$ cat config.mk
export PLATFORM = sky130hd
export DESIGN_NAME = scaled_modular_exponentiation_unit_flat
export DESIGN_NICKNAME = d
export VERILOG_FILES = /design/src/smx_pkg.sv /design/src/smx_if.sv /design/src/smx_datapath.sv /design/src/smx_ctrl.sv /design/src/scaled_modular_exponentiation_unit.sv /design/src/flat_wrapper.sv
export VERILOG_INCLUDE_DIRS = /design/src /design/src/src
export SDC_FILE = /design/constraint.sdc
export NUM_CORES = 1
export LEC_CHECK = 0
export ABC_AREA = 1
export BUFFER_PORTS_ARGS = -buffer_cell sky130_fd_sc_hd__clkbuf_2
export CAP_MARGIN = 20
export CORE_UTILIZATION = 43
export CTS_CLUSTER_SIZE = 10
export DETAILED_ROUTE_END_ITERATION = 8
export GPL_ROUTABILITY_DRIVEN = 0
export PLACE_DENSITY = 0.62
export SLEW_MARGIN = 10
export SYNTH_ARGS = -nofsm -noshare
export SYNTH_HDL_FRONTEND = slang
export SYNTH_HIERARCHICAL = 1
export SYNTH_SLANG_ARGS = --single-unit
$ cat constraint.sdc
create_clock -name i_clk -period 16.2 [get_ports i_clk]
set_input_delay 4.86 -clock i_clk [delete_from_list [all_inputs] [get_ports i_clk]]
set_output_delay 4.86 -clock i_clk [all_outputs]
set_load 0.01 [all_outputs]
$ cat src/assert_macros.svh
// Assertion macros for the top-level RTL file of the scaled modular exponentiation unit.
`ifndef ASSERT_MACROS_SVH
`define ASSERT_MACROS_SVH

// Clocked check that is ignored while reset is asserted
`define SMX_ASSERT(lbl, clk, rst_n, prop, msg) \
    lbl: assert property (@(posedge clk) disable iff (!rst_n) prop) else $error(msg);

// Clocked check that also runs through reset
`define SMX_ASSERT_NR(lbl, clk, prop, msg) \
    lbl: assert property (@(posedge clk) prop) else $error(msg);

`endif

$ cat src/smx_pkg.sv
// Shared constants and controller/datapath types for the scaled modular exponentiation unit.
package smx_pkg;

    localparam int MOD_BITS = 31;
    localparam int EXP_BITS = 32;
    localparam int CNT_W    = $clog2(MOD_BITS);

    localparam logic [MOD_BITS-1:0] MODULUS_RESET = MOD_BITS'(64'd2147483647);
    localparam logic [CNT_W-1:0]    CNT_MAX       = CNT_W'(MOD_BITS - 1);

    // What the shared multiply lanes are doing
    typedef enum logic [1:0] {
        OP_REDUCE,
        OP_EXP,
        OP_FINAL
    } t_op;

    // Controller to datapath
    typedef struct packed {
        logic             load;
        logic             step;
        logic             last;
        t_op              op;
        logic [CNT_W-1:0] bit_idx;
        logic             out_load;
    } t_cmd;

    // Datapath to controller
    typedef struct packed {
        logic                exp_any;
        logic                exp_more;
        logic                mod_small;
        logic [MOD_BITS-1:0] modulus;
    } t_status;

endpackage

$ cat src/smx_if.sv
// Handshake channel interfaces: input word, result word and modulus write.
interface smx_in_if;
    import smx_pkg::*;
    logic                valid;
    logic                ready;
    logic [MOD_BITS-1:0] base_value;
    logic [EXP_BITS-1:0] exponent_value;
    logic [MOD_BITS-1:0] scale_factor;

    modport source (output valid, base_value, exponent_value, scale_factor, input ready);
    modport sink   (input valid, base_value, exponent_value, scale_factor, output ready);
endinterface

interface smx_out_if;
    import smx_pkg::*;
    logic                valid;
    logic                ready;
    logic [MOD_BITS-1:0] result_value;

    modport source (output valid, result_value, input ready);
    modport sink   (input valid, result_value, output ready);
endinterface

interface smx_cfg_if;
    import smx_pkg::*;
    logic                valid;
    logic                ready;
    logic [MOD_BITS-1:0] data;

    modport source (output valid, data, input ready);
    modport sink   (input valid, data, output ready);
endinterface

$ cat src/smx_datapath.sv
// Datapath: modulus register, operand registers and two bit-serial modular multiply lanes.
module smx_datapath (
    input  logic                          i_clk,
    input  logic                          i_rst_n,
    input  smx_pkg::t_cmd                 i_cmd,
    output smx_pkg::t_status              o_status,
    input  logic                          i_cfg_valid,
    input  logic [smx_pkg::MOD_BITS-1:0]  i_cfg_data,
    input  logic [smx_pkg::MOD_BITS-1:0]  i_base,
    input  logic [smx_pkg::EXP_BITS-1:0]  i_exp,
    input  logic [smx_pkg::MOD_BITS-1:0]  i_scale,
    output logic [smx_pkg::MOD_BITS-1:0]  o_result
);
    import smx_pkg::*;

    // Shift-and-add step: p = 2p (+ybit if reducing), then + x if multiplying and ybit
    function automatic logic [MOD_BITS-1:0] lane_step(
        input logic [MOD_BITS-1:0] p,
        input logic [MOD_BITS-1:0] x,
        input logic                ybit,
        input logic                red,
        input logic [MOD_BITS-1:0] m
    );
        logic [MOD_BITS:0] t1;
        logic [MOD_BITS:0] t2;
        logic [MOD_BITS:0] t3;
        logic [MOD_BITS:0] t4;
        logic [MOD_BITS:0] mw;
        begin
            mw = {1'b0, m};
            t1 = {p, red & ybit};
            t2 = (t1 >= mw) ? t1 - mw : t1;
            t3 = (!red && ybit) ? t2 + {1'b0, x} : t2;
            t4 = (t3 >= mw) ? t3 - mw : t3;
            return t4[MOD_BITS-1:0];
        end
    endfunction

    logic [MOD_BITS-1:0] r_modulus;
    logic [MOD_BITS-1:0] r_acc;
    logic [MOD_BITS-1:0] r_sq;
    logic [MOD_BITS-1:0] r_scl;
    logic [EXP_BITS-1:0] r_exp;
    logic [MOD_BITS-1:0] r_pa;
    logic [MOD_BITS-1:0] r_pb;
    logic [MOD_BITS-1:0] r_result;

    logic [MOD_BITS-1:0] n_pa;
    logic [MOD_BITS-1:0] n_pb;
    logic [MOD_BITS-1:0] w_xa;
    logic                w_ya;
    logic                w_red;
    logic                w_mod_small;

    assign w_mod_small = (r_modulus < MOD_BITS'(2));

    // Lane A: scale reduction, acc*sq, final scale*acc. Lane B: base reduction, sq*sq.
    always_comb begin
        w_red = 1'b0;
        w_xa  = r_acc;
        w_ya  = r_sq[i_cmd.bit_idx];
        case (i_cmd.op)
            OP_REDUCE: begin
                w_red = 1'b1;
                w_ya  = r_scl[i_cmd.bit_idx];
            end
            OP_EXP: begin
                w_xa = r_acc;
                w_ya = r_sq[i_cmd.bit_idx];
            end
            OP_FINAL: begin
                w_xa = r_scl;
                w_ya = r_acc[i_cmd.bit_idx];
            end
            default: begin
                w_red = 1'b0;
            end
        endcase
        n_pa = lane_step(r_pa, w_xa, w_ya, w_red, r_modulus);
        n_pb = lane_step(r_pb, r_sq, r_sq[i_cmd.bit_idx], w_red, r_modulus);
    end

    // Modulus register
    always_ff @(posedge i_clk) begin
        if (!i_rst_n) begin
            r_modulus <= MODULUS_RESET;
        end else if (i_cfg_valid) begin
            r_modulus <= i_cfg_data;
        end
    end

    // Operand and partial product registers
    always_ff @(posedge i_clk) begin
        if (i_cmd.load) begin
            r_sq  <= i_base;
            r_scl <= i_scale;
            r_exp <= i_exp;
            r_acc <= MOD_BITS'(1);
            r_pa  <= '0;
            r_pb  <= '0;
        end else if (i_cmd.step) begin
            if (i_cmd.last) begin
                r_pa <= '0;
                r_pb <= '0;
                case (i_cmd.op)
                    OP_REDUCE: begin
                        r_scl <= n_pa;
                        r_sq  <= n_pb;
                    end
                    OP_EXP: begin
                        if (r_exp[0]) begin
                            r_acc <= n_pa;
                        end
                        r_sq  <= n_pb;
                        r_exp <= r_exp >> 1;
                    end
                    OP_FINAL: begin
                        r_acc <= n_pa;
                    end
                    default: begin
                        r_acc <= r_acc;
                    end
                endcase
            end else begin
                r_pa <= n_pa;
                r_pb <= n_pb;
            end
        end
        if (i_cmd.out_load) begin
            r_result <= w_mod_small ? '0 : r_acc;
        end
    end

    assign o_status.exp_any   = (r_exp != '0);
    assign o_status.exp_more  = ((r_exp >> 1) != '0);
    assign o_status.mod_small = w_mod_small;
    assign o_status.modulus   = r_modulus;
    assign o_result           = r_result;

endmodule

$ cat src/smx_ctrl.sv
// Controller: sequences reduction, exponent bit steps and final scaling, owns the result valid.
module smx_ctrl (
    input  logic             i_clk,
    input  logic             i_rst_n,
    input  logic             i_in_valid,
    output logic             o_in_ready,
    input  logic             i_out_ready,
    output logic             o_out_valid,
    input  smx_pkg::t_status i_status,
    output smx_pkg::t_cmd    o_cmd
);
    import smx_pkg::*;

    typedef enum logic [2:0] {
        S_IDLE,
        S_RED,
        S_EXP,
        S_FIN,
        S_OUT
    } t_state;

    t_state           r_state;
    logic [CNT_W-1:0] r_cnt;
    logic             r_out_valid;

    // Commands decoded from state
    always_comb begin
        o_cmd.load     = (r_state == S_IDLE) && i_in_valid;
        o_cmd.step     = r_state inside {S_RED, S_EXP, S_FIN};
        o_cmd.last     = (r_cnt == '0);
        o_cmd.bit_idx  = r_cnt;
        o_cmd.out_load = (r_state == S_OUT) && (!r_out_valid || i_out_ready);
        case (r_state)
            S_EXP:   o_cmd.op = OP_EXP;
            S_FIN:   o_cmd.op = OP_FINAL;
            default: o_cmd.op = OP_REDUCE;
        endcase
    end

    // State, bit counter and result valid
    always_ff @(posedge i_clk) begin
        if (!i_rst_n) begin
            r_state     <= S_IDLE;
            r_cnt       <= '0;
            r_out_valid <= 1'b0;
        end else begin
            // New result word replaces a taken one in the same cycle
            if (o_cmd.out_load) begin
                r_out_valid <= 1'b1;
            end else if (r_out_valid && i_out_ready) begin
                r_out_valid <= 1'b0;
            end
            case (r_state)
                S_IDLE: begin
                    if (i_in_valid) begin
                        r_state <= S_RED;
                        r_cnt   <= CNT_MAX;
                    end
                end
                S_RED, S_EXP, S_FIN: begin
                    if (r_cnt == '0) begin
                        r_cnt <= CNT_MAX;
                        if (r_state == S_RED) begin
                            r_state <= i_status.exp_any ? S_EXP : S_FIN;
                        end else if (r_state == S_EXP) begin
                            r_state <= i_status.exp_more ? S_EXP : S_FIN;
                        end else begin
                            r_state <= S_OUT;
                        end
                    end else begin
                        r_cnt <= r_cnt - CNT_W'(1);
                    end
                end
                S_OUT: begin
                    if (o_cmd.out_load) begin
                        r_state <= S_IDLE;
                    end
                end
                default: begin
                    r_state <= S_IDLE;
                end
            endcase
        end
    end

    assign o_in_ready  = (r_state == S_IDLE);
    assign o_out_valid = r_out_valid;

endmodule

$ cat src/scaled_modular_exponentiation_unit.sv
// Scaled modular exponentiation unit: (scale * base^exp) mod modulus, one word at a time.
// Each input word yields one result word using two bit-serial modular multiply lanes:
// first they reduce base and scale, then they take one pass per exponent bit up to the
// highest set bit (multiply and square run side by side), then one pass for the final
// scaling, after which the result register is loaded. A new word is accepted once the
// previous one has moved into the result register. The modulus is to be written through
// the configuration channel between words; the block itself does not enforce this. A
// modulus of 0 or 1 gives 0.
module scaled_modular_exponentiation_unit (
    input  logic      i_clk,
    input  logic      i_rst_n,
    smx_in_if.sink    i_in,
    smx_out_if.source o_res,
    smx_cfg_if.sink   i_cfg
);
    import smx_pkg::*;
    `include "assert_macros.svh"

    t_cmd    w_cmd;
    t_status w_status;

    assign i_cfg.ready = 1'b1;

    smx_ctrl u_ctrl (
        .i_clk       (i_clk),
        .i_rst_n     (i_rst_n),
        .i_in_valid  (i_in.valid),
        .o_in_ready  (i_in.ready),
        .i_out_ready (o_res.ready),
        .o_out_valid (o_res.valid),
        .i_status    (w_status),
        .o_cmd       (w_cmd)
    );

    smx_datapath u_datapath (
        .i_clk       (i_clk),
        .i_rst_n     (i_rst_n),
        .i_cmd       (w_cmd),
        .o_status    (w_status),
        .i_cfg_valid (i_cfg.valid),
        .i_cfg_data  (i_cfg.data),
        .i_base      (i_in.base_value),
        .i_exp       (i_in.exponent_value),
        .i_scale     (i_in.scale_factor),
        .o_result    (o_res.result_value)
    );

    // Checks
    `SMX_ASSERT(a_busy_after_accept, i_clk, i_rst_n, i_in.valid && i_in.ready |=> !i_in.ready, "input accepted while a word is in work")
    `SMX_ASSERT(a_result_reduced, i_clk, i_rst_n, o_res.valid && !w_status.mod_small |-> o_res.result_value < w_status.modulus, "result not reduced below modulus")
    `SMX_ASSERT_NR(a_reset_clears_out, i_clk, !i_rst_n |=> !o_res.valid, "result valid after reset")

endmodule

$ cat src/flat_wrapper.sv
// flat-port wrapper written by rule: the top's interface ports become plain ports
module scaled_modular_exponentiation_unit_flat import smx_pkg::*;
  (i_clk, i_rst_n, i_in_valid, i_in_base_value, i_in_exponent_value, i_in_scale_factor, i_in_ready, o_res_valid, o_res_result_value, o_res_ready, i_cfg_valid, i_cfg_data, i_cfg_ready);
  smx_in_if i_in_i ();
  smx_out_if o_res_i ();
  smx_cfg_if i_cfg_i ();
  input  logic i_clk;
  input  logic i_rst_n;
  input wire logic [$bits(i_in_i.valid)-1:0] i_in_valid;
  input wire logic [$bits(i_in_i.base_value)-1:0] i_in_base_value;
  input wire logic [$bits(i_in_i.exponent_value)-1:0] i_in_exponent_value;
  input wire logic [$bits(i_in_i.scale_factor)-1:0] i_in_scale_factor;
  output wire logic [$bits(i_in_i.ready)-1:0] i_in_ready;
  output wire logic [$bits(o_res_i.valid)-1:0] o_res_valid;
  output wire logic [$bits(o_res_i.result_value)-1:0] o_res_result_value;
  input wire logic [$bits(o_res_i.ready)-1:0] o_res_ready;
  input wire logic [$bits(i_cfg_i.valid)-1:0] i_cfg_valid;
  input wire logic [$bits(i_cfg_i.data)-1:0] i_cfg_data;
  output wire logic [$bits(i_cfg_i.ready)-1:0] i_cfg_ready;
  assign i_in_i.valid = i_in_valid;
  assign i_in_i.base_value = i_in_base_value;
  assign i_in_i.exponent_value = i_in_exponent_value;
  assign i_in_i.scale_factor = i_in_scale_factor;
  assign i_in_ready = i_in_i.ready;
  assign o_res_valid = o_res_i.valid;
  assign o_res_result_value = o_res_i.result_value;
  assign o_res_i.ready = o_res_ready;
  assign i_cfg_i.valid = i_cfg_valid;
  assign i_cfg_i.data = i_cfg_data;
  assign i_cfg_ready = i_cfg_i.ready;
  scaled_modular_exponentiation_unit u_core (.i_clk(i_clk), .i_rst_n(i_rst_n), .i_in(i_in_i), .o_res(o_res_i), .i_cfg(i_cfg_i));
endmodule
## Word-level counts from Yosys, hierarchy flattened

Index checks and enable logic that the tools add are counted.

| word-level totals | value |
|---|---|
| bits in registers | 258 |
| word-level logic and storage cells | 111 |

| cells by class | value |
|---|---|
| add/subtract/negate cells | 7 |
| magnitude comparators | 6 |
| equal/unequal tests | 10 |
| muxes and demuxes | 45 |
| bitwise gates (word level) | 2 |
| reduce and logical (&&, ||, !) cells | 30 |

Operator list:

| cell | number |
|---|---|
| 31-bit two-way mux | 14 |
| 32-bit two-way mux | 8 |
| 32-bit by 31-bit greater-or-equal comparator with 1-bit output | 4 |
| 32-bit by 31-bit adder with 32-bit output | 2 |
| 32-bit nonzero test | 2 |
| 32-bit by 31-bit subtractor with 32-bit output | 2 |
| 31-bit one-hot mux with 2 select lines | 1 |
| 31-bit subtractor | 2 |
| 31-bit by 2-bit less-than comparator with 1-bit output (second input constant) | 1 |
| 2-bit nonzero test | 8 |
| 1-bit binary-select mux with 5-bit select | 3 |
| 3-bit two-way mux | 5 |
| 3-bit AND reduction | 4 |
| 5-bit two-way mux | 2 |
| 5-bit one-hot mux with 2 select lines | 1 |
| 3-bit one-hot mux with 3 select lines | 1 |
| 1-bit two-way mux | 8 |
| 2-bit != test (second input constant) | 4 |
| 3-bit by 2-bit equality test with 1-bit output (second input constant) | 2 |
| 5-bit by 6-bit less-than comparator with 1-bit output (second input constant) | 1 |
| 1-bit logical AND | 5 |
| 5-bit logical NOT | 1 |
| 5-bit by 1-bit subtractor with 5-bit output (second input constant) | 1 |
| 2-bit one-hot mux with 2 select lines | 1 |
| 15 further kinds | 17 |

## Depth between registers and ports, before layout

Gate-level depths: netlist (run 1).

| depth | value |
|---|---|
| depth after elaboration | 15 |
| depth in mapped cells | 59 |

## By module

The synthesis (run 1) kept the hierarchy.

Modules (own cells, without submodules):

| module | instances | cells each | area an instance (um^2) |
|---|---|---|---|
| smx_datapath | 1 | 4422 | 26347.8 |
| smx_ctrl | 1 | 80 | 553.0 |
| scaled_modular_exponentiation_unit | 1 | 2 | 11.3 |

## Worst setup path before layout (run 1)

Ideal clock, no wire load.

| path | value |
|---|---|
| path type | input-to-reg |
| start | input i_in_valid |
| end | register u_core.u_datapath.r_exp[0] (enable) |
| setup time | 0.658 ns |
| arrival time | 6.966 ns |
| required time | 15.542 ns |
| path slack | 8.576 ns |
| cell stages on the path | 7 |
| buffers on the path | 3 |
| path through | inv_1 -> nor3_1 -> clkbuf_1 -> inv_2 -> clkbuf_1 -> clkbuf_1 -> o21ai_0 |

RTL lines:

| what | line | text |
|---|---|---|
| start: declaration | flat_wrapper.sv:9 | `input wire logic [$bits(i_in_i.valid)-1:0] i_in_valid;` |
| end signal: assignment | smx_datapath.sv:97 | `r_exp <= i_exp;` |
| end signal: assignment | smx_datapath.sv:115 | `r_exp <= r_exp >> 1;` |
| end: declaration | smx_datapath.sv:43 | `logic [EXP_BITS-1:0] r_exp;` |

## Final worst setup path (run 1)

| path | value |
|---|---|
| start | register u_core.u_ctrl.r_cnt[0] |
| end | register u_core.u_datapath.r_sq[23], data pin |

| on the way | value |
|---|---|
| longest elaborated chain between the ends | 13 |

Ends and longest elaborated chain:

| what | line | text |
|---|---|---|
| start: declaration | smx_ctrl.sv:23 | `logic [CNT_W-1:0] r_cnt;` |
| start signal: assignment | smx_ctrl.sv:71 | `r_cnt <= r_cnt - CNT_W'(1);` |
| 1-bit binary-select mux with 5-bit select (*) | smx_datapath.sv:80 | `n_pb = lane_step(r_pb, r_sq, r_sq[i_cmd.bit_idx], w_red, r_modulus);` |
| 1-bit two-way mux (implied by the code) (*) | smx_datapath.sv:80 |  |
| 1-bit bitwise AND | smx_datapath.sv:31 | `t1 = {p, red & ybit};` |
| 32-bit by 31-bit subtractor with 32-bit output or 32-bit by 31-bit greater-or-equal comparator with 1-bit output (tied branches) | smx_datapath.sv:32 | `t2 = (t1 >= mw) ? t1 - mw : t1;` |
| 32-bit two-way mux | smx_datapath.sv:32 |  |
| 32-bit by 31-bit adder with 32-bit output | smx_datapath.sv:33 | `t3 = (!red && ybit) ? t2 + {1'b0, x} : t2;` |
| 32-bit two-way mux (*) | smx_datapath.sv:33 |  |
| 31-bit subtractor or 32-bit by 31-bit greater-or-equal comparator with 1-bit output (tied branches) | smx_datapath.sv:34 | `t4 = (t3 >= mw) ? t3 - mw : t3;` |
| 31-bit two-way mux (*) | smx_datapath.sv:34 |  |
| 31-bit two-way mux (*) | smx_datapath.sv:105 | `case (i_cmd.op)` |
| 31-bit two-way mux (*) | smx_datapath.sv:102 | `if (i_cmd.last) begin` |
| 31-bit two-way mux (*) | smx_datapath.sv:101 | `end else if (i_cmd.step) begin` |
| 31-bit two-way mux (*) | smx_datapath.sv:94 | `if (i_cmd.load) begin` |
| end signal: assignment | smx_datapath.sv:95 | `r_sq <= i_base;` |
| end signal: assignment | smx_datapath.sv:108 | `r_sq <= n_pb;` |
| end signal: assignment | smx_datapath.sv:114 | `r_sq <= n_pb;` |
| end: declaration | smx_datapath.sv:41 | `logic [MOD_BITS-1:0] r_sq;` |

Every way passes the cells marked *; elsewhere a longest branch is shown, timed or not. The select of a mux whose other input is x is not followed.
A chain may end at the register's enable or synchronous reset.

==> summary.md, run 1 <==
| Metric | Value |
|---|---|
| Leakage | 15.95 nW |
| Drt total wl | 111800 µm |
| R2R Path Start | u_core/u_ctrl/r_cnt[0]$_SDFFE_PN0P_ |
| Syn Inst Count | 4503 |
| Initial core utilization | 43.60% |
| # IOs | 164 |
| Status | finished clean |
| DRC viols | 0 |
| Largest net degree at the start of global routing | 81 |
| Clock Pin Slew Worst Setup and Hold Paths | 0.06 ns |
| Gr busiest metal | met2 |
| Critical path peak fanout | 65 |
| CP peak stage delay | 0.70 ns |
| Yosys warning total | 6 |
| Crit Path Class | register to register |
| Post-Route Skew | 0.02836 ns |
| Worst min path class | register to register |
| Most used cell, CP | nand2_1 |
| Crit. End Element | register |
| Die X | 252.1 µm |
| Hold path cells | 2 |
| Worst Path Arrival | 10.21 ns |
| Final nets | 4919 |
| Clk sinks | 258 |
| Critical Path Slowest Stage Cell | nand3_2 |
| Reg2reg setup slack | 6.30 ns |
| Min-delay src | u_core/u_datapath/r_pa[24]$_SDFFE_PP0P_ |
| First DRT Iteration DRCs | 3149 |
| Fin Hold WS | 0.4794 ns |
| H-tree levels | 2 |
| Met3 GRT Util | 6.159% |
| Hpwl dp | 88710 µm |
| Post-route cell area | 29440 µm² |
| Synthesis-to-finish area growth | 9.441% |
| Vias post-DR | 29.92k |
| Core ar. | 61710 µm² |
| CTS tree | yes |
| Rel. slew slack | 21.39% |
| Clock Root Buffer | clkbuf_16 |
| Initial antenna violation count | 1 |
| GR Overflow Total | 0 |
| GRT Total Usage | 34.60% |
| Post-CTS Hold Buffers | 0 |
| Worst setup margin | 6.299 ns |
| Setup bufs post-CTS | 0 |
| Worst VDD drop | 148.3 µV |
| FF-to-FF path depth | 52 |
| Worst-Margin Slew | 1.178 ns |
| Layout cells sized above 1 | 6.685% |
| Worst skew pair latency | 0.56 ns |
| Routing usage on met1 | 43.09% |
| Fin crit period | 9.901 ns |
| Final setup fails | 0 |
| Die Y | 252.1 µm |
| Worst R2R End | u_core/u_datapath/r_sq[23]$_DFFE_PP_ |
| TNS Setup | 0 ns |
| PD cells | 217.6 nW/µm² |
| Period utilisation layout | 61.11% |
| Cts bufs inserted | 35 |
| RSZ-0062 raised after global routing | no |
| Avg Vias per Cell | 5.480 |
| Placed Instance Area | 28310 µm² |
| Leading cell type in the layout, fill and taps excluded | nand2_1 |
| Fill count | 6786 |
| Port bufs | 162 |
| Number of global-route vias before repair | 27.49k |
| Max Clk Rate | 101.0 MHz |
| Most frequent cells in the layout | nand2_1 (1677), inv_1 (659), nand3_1 (385) |
| CTS Buffer Depth | 3 |
| Post-route ant nets | 0 |
| Hold endpoint | u_core/u_datapath/r_pa[24]$_SDFFE_PP0P_ |
| Global-route wire length before repair | 165500 µm |
| Post-Synthesis Mean Instance Area | 5.975 µm² |
| Final hold vios | 0 |
| Slew Viols, Final | 0 |
| CP required | 16.51 ns |
| GRT met2 Usage | 53.99% |
| Post-Syn Area | 26900 µm² |
| Fin util | 47.71% |
| Startpoint types | register |
| Post-Syn Nets | 4826 |
| Number of max-cap violations | 0 |
| Wire length per cell | 20.47 µm |
| Row count | 91 |
| Top delay family on crit path | simple AND/OR/NAND/NOR gates |
| Pre-CTS setup slack | 6.581 ns |
| Post-CTS sizing | 0 |
| Die Area | 63570 µm² |
| DRT Pass-1 Iters | 7 |
| Buf+Inv Stages, Crit Path | 9 |
[per-stage QoR]
stage               std cells  total power [mW]
floorplan                4503             4.155
global placement         5395             5.469
detailed placement       5395             5.476
CTS                      5458             6.273
global route             5459             6.844
finish                   5460             6.406
[final cells by class]
class                           instances  area [µm²]  share of cell area, %
Tap cell                              837        1047                  3.557
Clock buffer                           53       994.7                  3.378
Timing Repair Buffer                  180       958.4                  3.255
Antenna cell                            1       2.502               0.008499
Inverter                              666        2505                  8.507
Sequential cell                       258        6417                  21.79
Clock inverter                         10       117.6                 0.3994
Multi-Input combinational cell       3455       17400                  59.10
[worst max-delay path by stage]
stage / start / to / depth (start not counted)
floorplan: i_in_valid / u_core/u_datapath/r_exp[0]$_DFFE_PP_ / 7
global placement: u_core/u_ctrl/r_cnt[0]$_SDFFE_PN0P_ / u_core/u_datapath/r_sq[23]$_DFFE_PP_ / 52
detailed placement: u_core/u_ctrl/r_cnt[0]$_SDFFE_PN0P_ / u_core/u_datapath/r_sq[23]$_DFFE_PP_ / 52
CTS: u_core/u_ctrl/r_cnt[0]$_SDFFE_PN0P_ / u_core/u_datapath/r_sq[1]$_DFFE_PP_ / 52
global route: u_core/u_ctrl/r_cnt[0]$_SDFFE_PN0P_ / u_core/u_datapath/r_sq[28]$_DFFE_PP_ / 52
finish: u_core/u_ctrl/r_cnt[0]$_SDFFE_PN0P_ / u_core/u_datapath/r_sq[23]$_DFFE_PP_ / 52
[worst reg2reg max path: cells and delay by family, from the launching register on]
kind | cells | cell delay [ns]
DFF | 1 | 0.31
xor gates and xnor gates | 1 | 0.23
buffers and inverters | 9 | 2.15
AOI/OAI and AO/OA | 4 | 0.99
adders and majority gates | 5 | 1.67
and+or+nand+nor | 33 | 4.32
[power breakdown]
group	switching, mW	internal [mW]	leakage (nW)
clock	0.315	0.458	0.544
combinational	3.11	1.31	13.1
sequential	0.228	0.981	2.29
[metal layers]
layer | vias to the layer above | share of wire, %
met5 | - | 0.016
li1 | 14660 | -
met4 | 2 | 8.0
met3 | 371 | 8.8
met2 | 1409 | 43
met1 | 13480 | 40
[state kept, by name, indices dropped and copies added, names as in the netlist]
name and count:
u_core/u_datapath/r_exp 32, u_core/u_datapath/o_result 31, u_core/u_datapath/r_acc 31, u_core/u_datapath/r_modulus 31, u_core/u_datapath/r_pa 31, u_core/u_datapath/r_pb 31
u_core/u_datapath/r_scl 31, u_core/u_datapath/r_sq 31, u_core/u_ctrl/r_cnt 5, u_core/u_ctrl/r_state 3, u_core/u_ctrl/o_out_valid 1
Power figures use the tool's default switching activity.
==> run 2: changes to the inputs <==
==> constraint.sdc (replaced) <==
create_clock -name i_clk -period 9.75 [get_ports i_clk]
set_input_delay 2.925 -clock i_clk [delete_from_list [all_inputs] [get_ports i_clk]]
set_output_delay 2.925 -clock i_clk [all_outputs]
set_load 0.01 [all_outputs]
==> summary.md, run 2 (same netlist as run 1, synthesis figures left out) <==
| Metric | Value |
|---|---|
| Vias post-DR | 30.36k (+1.5%) |
| Worst VDD drop | 256.4 µV (+73%) |
| Number of global-route vias before repair | 27.90k (+1.5%) |
| Hold endpoint | u_core/u_datapath/r_pb[3]$_SDFFE_PP0P_ |
| Max FFs per register | 32 (unchanged) |
| Setup bufs post-CTS | 0 (unchanged) |
| Post-route ant nets | 0 (unchanged) |
| Rel. slew slack | 34.94% (+14 points) |
| TNS Setup | 0 ns (unchanged) |
| CTS tree | yes |
| Final setup fails | 0 (unchanged) |
| Most frequent cells in the layout | nand2_1 (1677), inv_1 (659), nand3_1 (385) |
| Crit. End Element | register |
| Initial antenna violation count | 1 (unchanged) |
| Worst Path Arrival | 9.41 ns (-0.80 ns) |
| First DRT Iteration DRCs | 3552 (+13%) |
| Fin crit period | 9.070 ns (-0.8310 ns) |
| PD cells | 358.4 nW/µm² (+65%) |
| Leading cell type in the layout, fill and taps excluded | nand2_1 |
| Clock Pin Slew Worst Setup and Hold Paths | 0.06 ns (about the same) |
| Pwr Total | 10.52 mW (+64%) |
| Post-Route Skew | 0.01806 ns (-0.01030 ns) |
| Synthesis-to-finish area growth | 9.106% |
| Die Y | 252.1 µm (unchanged) |
| Clk sinks | 258 (unchanged) |
| CTS Buffer Depth | 3 (unchanged) |
| Max Clk Rate | 110.3 MHz (+9.2%) |
| Worst skew pair latency | 0.64 ns (+0.08 ns) |
| Leakage | 15.90 nW (-0.32%) |
| Die X | 252.1 µm (unchanged) |
| Global-route wire length before repair | 167900 µm (+1.4%) |
| CP peak stage delay | 0.46 ns (-0.24 ns) |
| GRT Total Usage | 35.02% (+0.43 points) |
| H-tree levels | 1 (-1) |
| RSZ-0062 raised after global routing | no |
| Port bufs | 162 (unchanged) |
| Avg Vias per Cell | 5.555 (+1.4%) |
| Layout cells sized above 1 | 6.636% (-0.049 points) |
| FF-to-FF path depth | 53 (+1.9%) |
| Critical Path Slowest Stage Cell | buf_4 |
| Die Area | 63570 µm² (unchanged) |
| Worst R2R End | u_core/u_datapath/r_scl[19]$_DFFE_PP_ |
| # IOs | 164 (unchanged) |
| Fill count | 6803 (+0.25%) |
| Number of max-cap violations | 0 (unchanged) |
| Crit Path Class | register to register |
| Final hold vios | 0 (unchanged) |
| Slew Viols, Final | 0 (unchanged) |
| Core ar. | 61710 µm² (unchanged) |
| Row count | 91 (unchanged) |
| Worst min path class | register to register |
| Status | finished clean |
| Drt total wl | 114100 µm (+2.1%) |
| Largest Register | u_core/u_datapath/r_exp |
| Hpwl dp | 90910 µm (+2.5%) |
| Period utilisation layout | 93.02% (+32 points) |
| R2R Path Start | u_core/u_ctrl/r_cnt[0]$_SDFFE_PN0P_ |
| CP required | 10.09 ns (-6.42 ns) |
| Largest net degree at the start of global routing | 87 (+7.4%) |
| DRC viols | 0 (unchanged) |
| Final nets | 4925 (+0.12%) |
| Min-delay src | u_core/u_datapath/r_pb[3]$_SDFFE_PP0P_ |
| GR Overflow Total | 0 (unchanged) |
| Most used cell, CP | nand2_1 |
| Reg2reg setup slack | 0.68 ns (-5.62 ns) |
| Wire length per cell | 20.87 µm (+1.9%) |
| Fin util | 47.57% (-0.15 points) |
| Critical path peak fanout | 45 (-31%) |
| Initial core utilization | 43.60% (unchanged) |
| Worst-Margin Slew | 0.9657 ns (-0.2122 ns) |
| Clock Root Buffer | clkbuf_16 |
| DRT Pass-1 Iters | 7 (unchanged) |
| Fin Hold WS | 0.4904 ns (+0.01100 ns) |
| Cts bufs inserted | 31 (-11%) |
| Worst Setup SP | u_core/u_ctrl/r_cnt[0]$_SDFFE_PN0P_ |
| Startpoint types | register |
| Hold path cells | 2 (unchanged) |
| Post-CTS Hold Buffers | 0 (unchanged) |
[run 2: cell count changes in the layout (fill, tap and decap cells not counted), sizes merged]
cell / before / now
clkinvlp: 0 / 1
diode: 1 / 3
inv: 670 / 667
clkinv: 4 / 2
buf: 18 / 28
bufinv: 2 / 0
[run 2: final cells by class]
cell class | count | area [µm²] | area share [%]
Antenna cell | 3 | 7.507 | 0.02557
Clock buffer | 53 | 868.3 | 2.958
Clock inverter | 4 | 41.29 | 0.1407
Inverter | 666 | 2505 | 8.533
Multi-Input combinational cell | 3455 | 17410 | 59.30
Sequential cell | 258 | 6417 | 21.86
Tap cell | 837 | 1047 | 3.568
Timing Repair Buffer | 190 | 1061 | 3.615
[run 2: worst max-delay path, delay by kind of cell (launching register included)]
kind	cells	cell delay [ns]
buf+inv	11	2.03
fa+ha+maj	5	1.60
simple gates	32	3.83
compound gates	5	0.93
flops	1	0.33
[run 2: worst max-delay path by stage]
stage / slack, ns / endpoint
after global placement: 0.89 / u_core/u_datapath/r_scl[20]$_DFFE_PP_
after CTS: 0.86 / u_core/u_datapath/r_scl[20]$_DFFE_PP_
final: 0.68 / u_core/u_datapath/r_scl[19]$_DFFE_PP_
after detailed placement: 0.88 / u_core/u_datapath/r_scl[20]$_DFFE_PP_
after floorplan: 3.15 / u_core/u_datapath/r_scl[9]$_DFFE_PP_
after global routing: 0.01 / u_core/u_datapath/r_scl[19]$_DFFE_PP_
[run 2: per-layer routing]
metal	vias up	global-route usage (%)	part of all wire, %
li1	14620	-	-
met1	13720	42.53	38
met2	1606	55.34	44
met3	417	6.529	9.4
met4	2	25.87	8.5
met5	-	0	0.011
[run 2: repair_timing]
item | 4_1_cts | 5_1_grt
gates resized for setup | 0 | 1
endpoints found under the hold margin | 0 | 0
endpoints found under the setup margin | 0 | 18
[run 2: power breakdown]
part | total, mW | switching, mW | internal (mW)
clock network | 1.11 | 0.505 | 0.602
logic | 7.43 | 5.23 | 2.21
registers | 1.98 | 0.352 | 1.63
total | 10.5 | 6.08 | 4.44
[run 2: through the flow]
stage                     cell area, µm²  cells  setup slack [ns]
after floorplan                    26900   4503             3.154
after global placement             28380   5404            0.8889
after detailed placement           28380   5404            0.8802
after CTS                          29290   5461            0.8583
after global routing               29350   5463           0.01359
final                              29350   5466            0.6804
